### src/rtl/sbmt_pkg.sv
`timescale 1ns / 1ps
// Shared types, constants and sign helpers for the segment/box mask test.
// No dependencies; every other file of the block imports this package.
package sbmt_pkg;

    localparam int COORD_WIDTH_DEF = 24;
    localparam int APB_DATA_W      = 32;
    localparam int APB_ADDR_W      = 4;
    localparam int REG_IDX_W       = 2;

    typedef enum logic [REG_IDX_W-1:0] {
        REG_SEG_START_X = 2'd0,
        REG_SEG_START_Y = 2'd1,
        REG_SEG_END_X   = 2'd2,
        REG_SEG_END_Y   = 2'd3
    } t_reg_idx;

    // sign of an exact value: negative, zero, else positive
    typedef struct packed {
        logic neg;
        logic zero;
    } t_sgn;

    // signs of the coordinate compares, carried along the pipeline
    typedef struct packed {
        logic mode;
        t_sgn sxl;   // sx - x_low
        t_sgn sxh;   // sx - x_high
        t_sgn syl;   // sy - y_low
        t_sgn syh;   // sy - y_high
        t_sgn exl;   // ex - x_low
        t_sgn exh;   // ex - x_high
        t_sgn eyl;   // ey - y_low
        t_sgn eyh;   // ey - y_high
        t_sgn wid;   // x_high - x_low
        t_sgn hgt;   // y_high - y_low
    } t_rel;

    // advance enables, one per register stage
    typedef struct packed {
        logic s1;
        logic s2;
        logic s3;
        logic s4;
    } t_pipe_en;

    function automatic t_sgn sg_mul(input t_sgn a, input t_sgn b);
        t_sgn r;
        r.zero = a.zero | b.zero;
        r.neg  = ~r.zero & (a.neg ^ b.neg);
        return r;
    endfunction

    function automatic t_sgn sg_neg(input t_sgn a);
        t_sgn r;
        r.zero = a.zero;
        r.neg  = ~a.zero & ~a.neg;
        return r;
    endfunction

    // both nonzero and of opposite sign
    function automatic logic sg_opp(input t_sgn a, input t_sgn b);
        return ~a.zero & ~b.zero & (a.neg ^ b.neg);
    endfunction

    // given sgn(p - c) and sgn(q - c): c lies between p and q inclusive
    function automatic logic in_range(input t_sgn a, input t_sgn b);
        logic a_le;
        logic b_le;
        a_le = a.neg | a.zero;
        b_le = b.neg | b.zero;
        return (a_le & ~b.neg) | (b_le & ~a.neg);
    endfunction

endpackage

### src/rtl/sbmt_prep.sv
`timescale 1ns / 1ps
// Stage 1: coordinate differences against the segment and compare signs.
// Depends on sbmt_pkg.
module sbmt_prep #(
    parameter int COORD_WIDTH = sbmt_pkg::COORD_WIDTH_DEF
) (
    input  logic                          i_clk,
    input  logic                          i_rst_n,
    input  logic                          i_en,
    input  logic                          i_valid,
    input  logic                          i_mode,
    input  logic signed [COORD_WIDTH-1:0] i_x_low,
    input  logic signed [COORD_WIDTH-1:0] i_x_high,
    input  logic signed [COORD_WIDTH-1:0] i_y_low,
    input  logic signed [COORD_WIDTH-1:0] i_y_high,
    input  logic signed [COORD_WIDTH-1:0] i_sx,
    input  logic signed [COORD_WIDTH-1:0] i_sy,
    input  logic signed [COORD_WIDTH-1:0] i_ex,
    input  logic signed [COORD_WIDTH-1:0] i_ey,
    output logic                          o_valid,
    output logic signed [COORD_WIDTH:0]   o_dx,
    output logic signed [COORD_WIDTH:0]   o_dy,
    output logic signed [COORD_WIDTH:0]   o_dsxl,
    output logic signed [COORD_WIDTH:0]   o_dsxh,
    output logic signed [COORD_WIDTH:0]   o_dsyl,
    output logic signed [COORD_WIDTH:0]   o_dsyh,
    output sbmt_pkg::t_rel                o_rel
);
    import sbmt_pkg::*;

    localparam int W = COORD_WIDTH;

    function automatic t_sgn sgn_of(input logic [W:0] d);
        t_sgn r;
        r.neg  = d[W];
        r.zero = (d == '0);
        return r;
    endfunction

    function automatic logic [W:0] sub(input logic [W-1:0] a, input logic [W-1:0] b);
        return {a[W-1], a} - {b[W-1], b};
    endfunction

    logic signed [W:0] n_dx;
    logic signed [W:0] n_dy;
    logic signed [W:0] n_dsxl;
    logic signed [W:0] n_dsxh;
    logic signed [W:0] n_dsyl;
    logic signed [W:0] n_dsyh;
    t_rel              n_rel;

    logic              r_valid;
    logic signed [W:0] r_dx;
    logic signed [W:0] r_dy;
    logic signed [W:0] r_dsxl;
    logic signed [W:0] r_dsxh;
    logic signed [W:0] r_dsyl;
    logic signed [W:0] r_dsyh;
    t_rel              r_rel;

    always_comb begin
        n_dx   = sub(i_ex, i_sx);
        n_dy   = sub(i_ey, i_sy);
        n_dsxl = sub(i_sx, i_x_low);
        n_dsxh = sub(i_sx, i_x_high);
        n_dsyl = sub(i_sy, i_y_low);
        n_dsyh = sub(i_sy, i_y_high);

        n_rel.mode = i_mode;
        n_rel.sxl  = sgn_of(n_dsxl);
        n_rel.sxh  = sgn_of(n_dsxh);
        n_rel.syl  = sgn_of(n_dsyl);
        n_rel.syh  = sgn_of(n_dsyh);
        n_rel.exl  = sgn_of(sub(i_ex, i_x_low));
        n_rel.exh  = sgn_of(sub(i_ex, i_x_high));
        n_rel.eyl  = sgn_of(sub(i_ey, i_y_low));
        n_rel.eyh  = sgn_of(sub(i_ey, i_y_high));
        n_rel.wid  = sgn_of(sub(i_x_high, i_x_low));
        n_rel.hgt  = sgn_of(sub(i_y_high, i_y_low));
    end

    always_ff @(posedge i_clk) begin
        if (!i_rst_n) begin
            r_valid <= 1'b0;
        end else if (i_en) begin
            r_valid <= i_valid;
        end
    end

    always_ff @(posedge i_clk) begin
        if (i_en) begin
            r_dx   <= n_dx;
            r_dy   <= n_dy;
            r_dsxl <= n_dsxl;
            r_dsxh <= n_dsxh;
            r_dsyl <= n_dsyl;
            r_dsyh <= n_dsyh;
            r_rel  <= n_rel;
        end
    end

    assign o_valid = r_valid;
    assign o_dx    = r_dx;
    assign o_dy    = r_dy;
    assign o_dsxl  = r_dsxl;
    assign o_dsxh  = r_dsxh;
    assign o_dsyl  = r_dsyl;
    assign o_dsyh  = r_dsyh;
    assign o_rel   = r_rel;

endmodule

### config.mk
export PLATFORM = sky130hd
export DESIGN_NAME = sbmt_prep
export DESIGN_NICKNAME = d
export VERILOG_FILES = /design/src/rtl/sbmt_pkg.sv /design/src/rtl/sbmt_prep.sv
export SDC_FILE = /design/constraint.sdc
export NUM_CORES = 1
export LEC_CHECK = 0
export BUFFER_PORTS_ARGS = -buffer_cell sky130_fd_sc_hd__buf_2
export CORE_UTILIZATION = 35
export CTS_CLUSTER_DIAMETER = 50
export DETAILED_ROUTE_END_ITERATION = 8
export PLACE_DENSITY = 0.55
export SLEW_MARGIN = 40
export SYNTH_ARGS = -nofsm -noshare
export SYNTH_HDL_FRONTEND = slang
export SYNTH_SLANG_ARGS = --single-unit
### constraint.sdc
create_clock -name i_clk -period 6.05 [get_ports i_clk]
set_input_delay 1.21 -clock i_clk [delete_from_list [all_inputs] [get_ports i_clk]]
set_output_delay 1.21 -clock i_clk [all_outputs]
set_load 0.02 [all_outputs]
# After elaboration in Yosys (flattened, before gate mapping)
# Index checks and enable logic that the tools add are counted.
# op_classes
addsub,12
n_reduce_logical,10
# op_table
op,n
$sub A24 B24 Y25,12
$logic_not A25 Y1,10
# word_totals
ff_bits,172
input_bits,197
output_inout_bits,172
elab_cells,50

# Logic depth before layout (Yosys ltp)
# Gate-level depths: netlist of the first run.
# depth
ltp_word,2
mapped_depth,14
mapped_depth_nobuf,14

# Least setup slack after synthesis of the first run
# Ideal clock, no wire load.
# synth_timing
path_kind,input-to-reg
startpoint,input port i_sy[0]
endpoint,register r_rel (netlist bit o_rel[12]) (data pin)
setup_ns,0.169
arrival_ns,4.899
required_ns,5.881
setup_slack_ns,0.982
stages,13
n_path_buf,0
cell_sequence,inv_1 -> ha_1 -> fa_1 -> nor2b_4 -> o31a_1 -> a21oi_1 -> or4_1 -> or4_1 -> or4_1 -> or4_1 -> or4_1 -> or4_1 -> nor4b_2
# synth_lines
element,line_no,source
"start, declared",sbmt_prep.sv:17,"input logic signed [COORD_WIDTH-1:0] i_sy,"
"end signal, assigned",sbmt_prep.sv:98,r_rel <= n_rel;
"end, declared",sbmt_prep.sv:59,t_rel r_rel;

==> results_tabular.tex, run 1 <==
\begin{tabular}{lr}
\hline
Metric & Value \\
\hline
\multicolumn{2}{l}{\textbf{Critical path}} \\
Count of cells along the worst register-to-register path & 2 \\
RR Startpoint & o\_valid \\
Worst setup SP type & primary input \\
Dominant cell type by count on the critical path & sky130\_fd\_sc\_hd\_\_or4\_1 \\
Startpoint-to-endpoint class of the critical path & in -> reg \\
CP endpoint kind & flip-flop \\
Largest delay share family, worst path & simple AND/OR/NAND/NOR gates \\
Cells along the critical path & buf\_2, inv\_1, ha\_1, fa\_1, nor2b\_4, o31a\_1, a21oi\_1, or4\_1, or4\_1, or4\_1, or4\_1, or4\_1, or4\_1, nor4b\_2 \\
Maximum fanout encountered on the critical timing path & 4 \\
Worst reg-to-reg setup slack & $\sim$5.5 ns \\
RR Endpoint & o\_valid \\
Delay of the slowest cell on the worst path & between 0.5 and 0.6 ns \\
Req. time, crit path & 6.39 ns \\
CP max-delay cell & sky130\_fd\_sc\_hd\_\_or4\_1 \\
Path length in cells of the critical path & 14 \\
WP buf/inv & 2 \\
Critical path arrival & between 5 and 6 ns \\
\multicolumn{2}{l}{\textbf{Timing}} \\
Max-Slew Margin vs Limit & between 40\% and 50\% \\
Hold Vio Cnt, Final & 0 \\
Max Fclk & slightly below 0.2 GHz \\
Transition at the pin with the smallest max-transition slack & $\sim$0.77 ns \\
Clock period minus final worst setup slack & about 5.1 ns \\
Final number of max-transition violations & 0 \\
Final-report setup violation count & 0 \\
Final setup TNS & 0 ns \\
Part of the cycle the worst path needs & 84.9\% \\
RSZ-0062 raised after global routing & false \\
Clock Skews & 0 ns \\
\multicolumn{2}{l}{\textbf{Hold path}} \\
Endpoint, Worst Hold & o\_valid \\
Source of the worst hold timing path & o\_valid \\
Worst Hold Path Cells & 2 \\
Classification of the worst-slack hold path & reg -> reg \\
\multicolumn{2}{l}{\textbf{Detailed routing}} \\
Total wire length after detailed routing & about 76 mm \\
Routed vias/inst & between 5 and 6 \\
Drt first pass iters & 5 \\
Average wire per cell in the routed design & $\sim$22 um \\
Post-DRT Antenna Nets & 0 \\
Number of DRC violations after detailed routing & 0 \\
Initial DRC count & between 1.5k and 2k \\
Via total after detailed routing & a little under 20k \\
\multicolumn{2}{l}{\textbf{Finish}} \\
Nets & roughly 3.2k \\
Sequential cell area in the final layout & just over 5000 sq um \\
Number of filler instances in the final layout & 5695 \\
Fraction of layout cells with a size suffix above 1 & 16.0\% \\
Area taken by multi-input logic gates & 13800 sq um \\
Total non-filler cell area in the finished layout & around 23000 sq um \\
Growth of design area from synthesis to finish & 16.9\% \\
\multicolumn{2}{l}{\textbf{CTS}} \\
Number of buffers inserted by post-CTS setup repair & 0 \\
CTS H-tree lvls & 4 \\
Buffer cell driving the clock tree root & sky130\_fd\_sc\_hd\_\_clkbuf\_16 \\
Sinks on the clock net & 168 \\
Clock-pin slew on the worst setup and hold paths & around 0.080 ns \\
Post-CTS sizing & 0 \\
Number of hold buffers added after CTS & 0 \\
Bufs on Longest Clock Path & 2 \\
CTS tree & built \\
Insertion delay to the later sink of the worst-skew pair & between 0.4 and 0.5 ns \\
Number of buffers inserted during clock tree synthesis & 17 \\
\multicolumn{2}{l}{\textbf{GRT}} \\
GR Util All Layers & approximately a quarter \\
GRT Residual Overflow & 0 \\
Pin count of the biggest net entering global routing & 87 \\
Vias in the first global route & around 19k \\
Number of antenna violations at the first check in global routing & 8 \\
First-pass GRT wire length & 112 mm \\
\multicolumn{2}{l}{\textbf{Synthesis}} \\
YS warnings & 0 \\
Commonest cells post-synth & sky130\_fd\_sc\_hd\_\_ha\_1 (288), sky130\_fd\_sc\_hd\_\_inv\_1 (237), sky130\_fd\_sc\_hd\_\_a21oi\_1 (215) \\
Number of library cell types mapped by synthesis & between 70 and 80 \\
Portion of synthesized cell area occupied by the leading cell type & roughly a quarter \\
EDFF count, synth & between 150 and 200 \\
Top FF cell, synth & sky130\_fd\_sc\_hd\_\_edfxtp\_1 \\
Syn avg cell area & approximately 8.5 sq um \\
Sequential share of the synthesized area & roughly 25\% \\
Total nets after synthesis & $\sim$2.8k \\
\#FFs+latches synth & $\sim$170 \\
Cell type with the highest aggregate area in the netlist & sky130\_fd\_sc\_hd\_\_edfxtp\_1 \\
Share of flip-flops with an asynchronous set or reset after synthesis & 0\% \\
Netlist Area Pre-Place & roughly 20000 sq um \\
Gate count of the mapped netlist & approximately 2.3k \\
Dominant cell by count in the synthesized netlist & sky130\_fd\_sc\_hd\_\_ha\_1 \\
Top post-synthesis cells by area & sky130\_fd\_sc\_hd\_\_edfxtp\_1 (25\%), sky130\_fd\_sc\_hd\_\_ha\_1 (18\%), sky130\_fd\_sc\_hd\_\_a21oi\_1 (5.4\%) \\
\multicolumn{2}{l}{\textbf{Floorplanning}} \\
Initial Utilization & a little over a third \\
Boundary Pins & 369 \\
Placement row count & between 80 and 90 \\
X dimension of the die & between 200 and 250 um \\
Floorplan die area & around 57000 sq um \\
Die Height & 240 um \\
Area inside the core boundary & approximately 56000 sq um \\
\multicolumn{2}{l}{\textbf{Run status}} \\
Outcome & complete, no violations \\
\multicolumn{2}{l}{\textbf{Placement}} \\
Placed wire-length estimate after detailed placement & around 65 mm \\
Post-place instance area & 22500 sq um \\
Final weighted congestion of routability-driven global placement & approximately 1.0 \\
Number of buffers added on ports & between 300 and 400 \\
\multicolumn{2}{l}{\textbf{Power and ir drop}} \\
Leakage Power & 10.5 nW \\
IR drop worst, VDD & approximately 0.00024 V \\
Power per standard cell area & roughly 220 nW/um\^{}2 \\
\multicolumn{2}{l}{\textbf{Flow run}} \\
Max Cap Violations & 0 \\
\hline
\end{tabular}
-- registers in the layout, indices dropped and copies added, names as in the netlist --
signal   count
o_dx        25
o_rel       17
o_valid      1
o_dsxl      25
o_dsyh      25
o_dsyl      25
o_dy        25
o_dsxh      25
-- stage by stage --
stage	power [mW]	cells	hold slack [ns]	utilization, %	worst slack, ns
after global placement	3.90	3417	0.493	40.6	0.496
after floorplan	3.11	2319	0.589	-	0.982
after CTS	5.13	3449	0.534	41.7	0.964
after detailed placement	3.91	3417	0.516	40.6	0.417
after global routing	5.39	3450	0.549	41.7	0.750
final	5.11	3452	0.531	41.7	0.914
-- tightest hold or removal path, delay by kind of cell (launching register included) --
kind	cells	cell delay, ns
DFF	1	0.33
muxes	1	0.07
and+or+nand+nor	1	0.09
-- final cells by class --
type | instances | share of cell area [%]
inverters | 237 | 3.84
clock buffers | 18 | 1.85
repair buffers | 371 | 8.15
flip-flops and latches | 168 | 21.8
diodes | 3 | 0.0324
well taps | 748 | 4.04
multi-input cells | 1893 | 59.5
clock inverters | 14 | 0.784
-- how the worst max path moves through the flow --
stage	from	to
2_1_floorplan	i_sy[0]	o_rel[12]
3_3_place_gp	i_sy[0]	o_rel[12]
3_5_place_dp	i_sy[0]	o_rel[12]
4_1_cts	i_sy[0]	o_rel[12]
5_1_grt	i_sy[0]	o_rel[12]
6_report	i_sy[0]	o_rel[12]
-- logic make-up (layout without fill, tap and decap cells) --
family	after synthesis	in the layout	share of synthesized area, %
AO/OA/AOI/OAI	756	756	25.3
AND/OR/NAND/NOR	672	672	17.4
adder cells (fa/ha/maj)	300	300	19.4
buffers and inverters	258	640	4.97
flip-flops	168	168	25.4
XOR/XNOR	143	143	6.33
multiplexers	22	22	1.14
other	0	3	0
-- report_power, final --
group,switching (mW),internal [mW],leakage (nW),total [mW]
logic,1.48,0.858,8.62,2.34
registers,0.0599,1.51,1.64,1.57
clock network,0.572,0.627,0.290,1.20
-- per-layer routing --
layer,GRT usage (%),up-vias,part of all wire (%)
met4,10.2,10,3.5
met1,31.2,9499,41
met3,4.39,138,5.7
met5,0,-,0.098
met2,46.4,750,49
li1,-,9474,-
-- placed cells by master (no fill, tap or decap), drive strengths merged, types with 13 or more instances in the layout --
master	instances
a2111oi	13
a211oi	29
a21o	70
a21oi	215
a31oi	18
and3	22
buf	370
clkbuf	19
edfxtp	167
ha	288
inv	244
mux2i	18
nand2	112
nand2b	54
nand3	56
nand4	21
nor2	186
nor2b	52
nor3	55
nor3b	13
nor4	20
o2111ai	17
o211ai	21
o21a	59
o21ai	131
o21bai	22
o22ai	19
o31a	16
o31ai	15
or3	20
or4	16
xnor2	103
xor2	40
Power figures use the tool's default switching activity.
==> inputs of run 2 (changes only) <==
--- a/config.mk
+++ b/config.mk
@@ -9,7 +9,7 @@
 export CORE_UTILIZATION = 35
 export CTS_CLUSTER_DIAMETER = 50
 export DETAILED_ROUTE_END_ITERATION = 8
-export PLACE_DENSITY = 0.55
+export PLACE_DENSITY = 0.57
 export SLEW_MARGIN = 40
 export SYNTH_ARGS = -nofsm -noshare
 export SYNTH_HDL_FRONTEND = slang
==> constraint.sdc (replaced) <==
create_clock -name i_clk -period 4.28 [get_ports i_clk]
set_input_delay 0.856 -clock i_clk [delete_from_list [all_inputs] [get_ports i_clk]]
set_output_delay 0.856 -clock i_clk [all_outputs]
set_load 0.02 [all_outputs]
==> results_tabular.tex, run 2 (same netlist as run 1, synthesis figures left out) <==
\begin{tabular}{lr}
\hline
Metric & Value \\
\hline
\multicolumn{2}{l}{\textbf{Finish}} \\
Most frequent standard cell in the layout excluding fill and tap cells & sky130\_fd\_sc\_hd\_\_buf\_4 \\
Nets & around 3.6k \\
Sequential cell area in the final layout & 5030 sq um \\
Fraction of layout cells with a size suffix above 1 & between 20\% and 30\% \\
Area taken by multi-input logic gates & 14000 sq um \\
Number of filler instances in the final layout & around 5.4k \\
Total non-filler cell area in the finished layout & $\sim$27000 sq um \\
Final instance count without filler cells & 3877 \\
Most frequent cells in the layout & sky130\_fd\_sc\_hd\_\_buf\_4 (425), sky130\_fd\_sc\_hd\_\_buf\_2 (366), sky130\_fd\_sc\_hd\_\_ha\_1 (284) \\
Growth of design area from synthesis to finish & 34.5\% \\
\multicolumn{2}{l}{\textbf{Timing}} \\
Final-report setup violation count & 2 \\
Final number of max-transition violations & 0 \\
Transition at the pin with the smallest max-transition slack & a little over 0.7 ns \\
Clock period minus final worst setup slack & 4.73 ns \\
Max-Slew Margin vs Limit & about 53\% \\
Max Fclk & approximately 0.21 GHz \\
Clock Skews & 0 ns \\
Part of the cycle the worst path needs & 110\% \\
Hold Vio Cnt, Final & 0 \\
RSZ-0062 raised after global routing & true \\
Smallest setup slack after layout & -0.446 ns \\
Final setup TNS & -0.493 ns \\
\multicolumn{2}{l}{\textbf{Critical path}} \\
Worst setup SP type & primary input \\
Count of cells along the worst register-to-register path & 2 \\
Delay of the slowest cell on the worst path & just over 0.6 ns \\
CP max-delay cell & sky130\_fd\_sc\_hd\_\_or4\_4 \\
Critical path arrival & between 5 and 6 ns \\
RR Startpoint & o\_valid \\
WP buf/inv & 1 \\
RR Endpoint & o\_valid \\
Maximum fanout encountered on the critical timing path & 2 \\
Req. time, crit path & $\sim$4.6 ns \\
Largest delay share family, worst path & simple AND/OR/NAND/NOR gates \\
Startpoint-to-endpoint class of the critical path & in -> reg \\
CP endpoint kind & flip-flop \\
Worst reg-to-reg setup slack & 3.65 ns \\
Cells along the critical path & buf\_2, ha\_4, fa\_2, nor2b\_4, o31a\_1, a21oi\_1, or4\_1, or4\_4, or4\_4, or4\_1, or4\_1, or4\_4, nor4b\_4 \\
\multicolumn{2}{l}{\textbf{Hold path}} \\
Source of the worst hold timing path & i\_mode \\
Endpoint, Worst Hold & o\_rel[20] \\
Worst Hold Path Cells & 1 \\
Classification of the worst-slack hold path & in -> reg \\
\multicolumn{2}{l}{\textbf{CTS}} \\
Number of hold buffers added after CTS & 0 \\
Number of buffers inserted during clock tree synthesis & 17 \\
Insertion delay to the later sink of the worst-skew pair & 0.50 ns \\
Clock-pin slew on the worst setup and hold paths & approximately 0.07 ns \\
CTS tree & built \\
Sinks on the clock net & roughly 170 \\
Buffer cell driving the clock tree root & sky130\_fd\_sc\_hd\_\_clkbuf\_16 \\
CTS H-tree lvls & 4 \\
Bufs on Longest Clock Path & 2 \\
\multicolumn{2}{l}{\textbf{Detailed routing}} \\
Routed vias/inst & 5.53 \\
Via total after detailed routing & approximately 21k \\
Number of DRC violations after detailed routing & 0 \\
Average wire per cell in the routed design & 20.9 um \\
Post-DRT Antenna Nets & 0 \\
Drt first pass iters & 6 \\
Initial DRC count & between 1k and 1.5k \\
Total wire length after detailed routing & 81.1 mm \\
\multicolumn{2}{l}{\textbf{Run status}} \\
Outcome & complete, but fails checks \\
Violations in the final reports & negative setup slack \\
\multicolumn{2}{l}{\textbf{Floorplanning}} \\
Boundary Pins & approximately 370 \\
Placement row count & 86 \\
Area inside the core boundary & 55500 sq um \\
X dimension of the die & between 200 and 250 um \\
Die Height & approximately 240 um \\
Initial Utilization & 35.6\% \\
Floorplan die area & between 50000 and 60000 sq um \\
\multicolumn{2}{l}{\textbf{Placement}} \\
Post-place instance area & 25700 sq um \\
Final weighted congestion of routability-driven global placement & roughly 1 \\
Instance count after placement with tap cells included & around 3.8k \\
Number of buffers added on ports & $\sim$370 \\
Placed wire-length estimate after detailed placement & about 70 mm \\
\multicolumn{2}{l}{\textbf{GRT}} \\
Vias in the first global route & 21.0k \\
GR Util All Layers & roughly 28\% \\
GRT Residual Overflow & 0 \\
Pin count of the biggest net entering global routing & 60 \\
Number of antenna violations at the first check in global routing & 1 \\
First-pass GRT wire length & roughly 120 mm \\
\multicolumn{2}{l}{\textbf{Flow run}} \\
Max Cap Violations & 0 \\
\multicolumn{2}{l}{\textbf{Power and ir drop}} \\
Overall power after layout & 7.79 mW \\
Power per standard cell area & 293 nW/um\^{}2 \\
Leakage Power & 12.7 nW \\
IR drop worst, VDD & between 0.0003 and 0.0004 V \\
\hline
\end{tabular}
## run 2: changes by cell type in the layout (fill, tap and decap cells not counted), sizes merged
cell | previous run | this run
clkinvlp | 3 | 1
buf | 370 | 798
inv | 244 | 246
diode | 3 | 1
clkinv | 2 | 4
bufinv | 2 | 1
clkbuf | 19 | 17
## run 2: how the worst max path moves through the flow
stage                     slack [ns]         to  depth (start not counted)         from
after floorplan                -0.37  o_rel[12]                         13      i_sy[0]
after global placement         -1.08  o_rel[12]                         15      i_sy[0]
after detailed placement       -1.11  o_rel[12]                         15      i_sy[0]
after CTS                      -0.51  o_rel[12]                         15      i_sy[0]
after global routing           -0.52  o_rel[12]                         13  i_y_high[0]
final                          -0.45  o_rel[12]                         13  i_y_high[0]
## run 2: power breakdown
part | leakage [nW] | internal, mW | total, mW | switching [mW]
Clock | 0.285 | 0.825 | 1.66 | 0.831
Sequential | 1.64 | 2.14 | 2.21 | 0.0751
Combinational | 10.8 | 1.67 | 3.92 | 2.26
Total | 12.7 | 4.63 | 7.79 | 3.16
## run 2: layout make-up
class | count | share of cell area [%]
Multi-Input combinational cell | 1893 | 52.7
Timing Repair Buffer | 798 | 19.3
Sequential cell | 168 | 18.9
Tap cell | 748 | 3.52
Inverter | 237 | 3.35
Clock buffer | 17 | 1.60
Clock inverter | 15 | 0.597
Antenna cell | 1 | 0.00940
## run 2: metal layers
metal,global-route usage (%),vias to the layer above,wire length (um)
met5,0,-,0
met4,8.80,0,2180
met3,3.60,100,4120
met2,49.2,753,39800
met1,34.6,10300,35000
li1,-,10300,-
## run 2: worst reg2reg max path, delay by kind of cell (launching register included)
kind	cells	cell delay (ns)
DFF	1	0.32
muxes	1	0.14
and+or+nand+nor	1	0.07
## run 2: stage by stage
stage | worst slack (ns) | hold slack [ns] | utilization, %
after floorplan | -0.370 | 0.589 | -
after global placement | -1.08 | 0.491 | 46.3
after detailed placement | -1.11 | 0.518 | 46.3
after CTS | -0.505 | 0.500 | 47.5
after global routing | -0.524 | 0.508 | 47.9
final | -0.446 | 0.530 | 47.9
## run 2: what timing repair did
action,CTS,global route
resized for setup,11,49
endpoints found under the setup margin,3,8
pin swaps,3,25
setup buffers,0,6
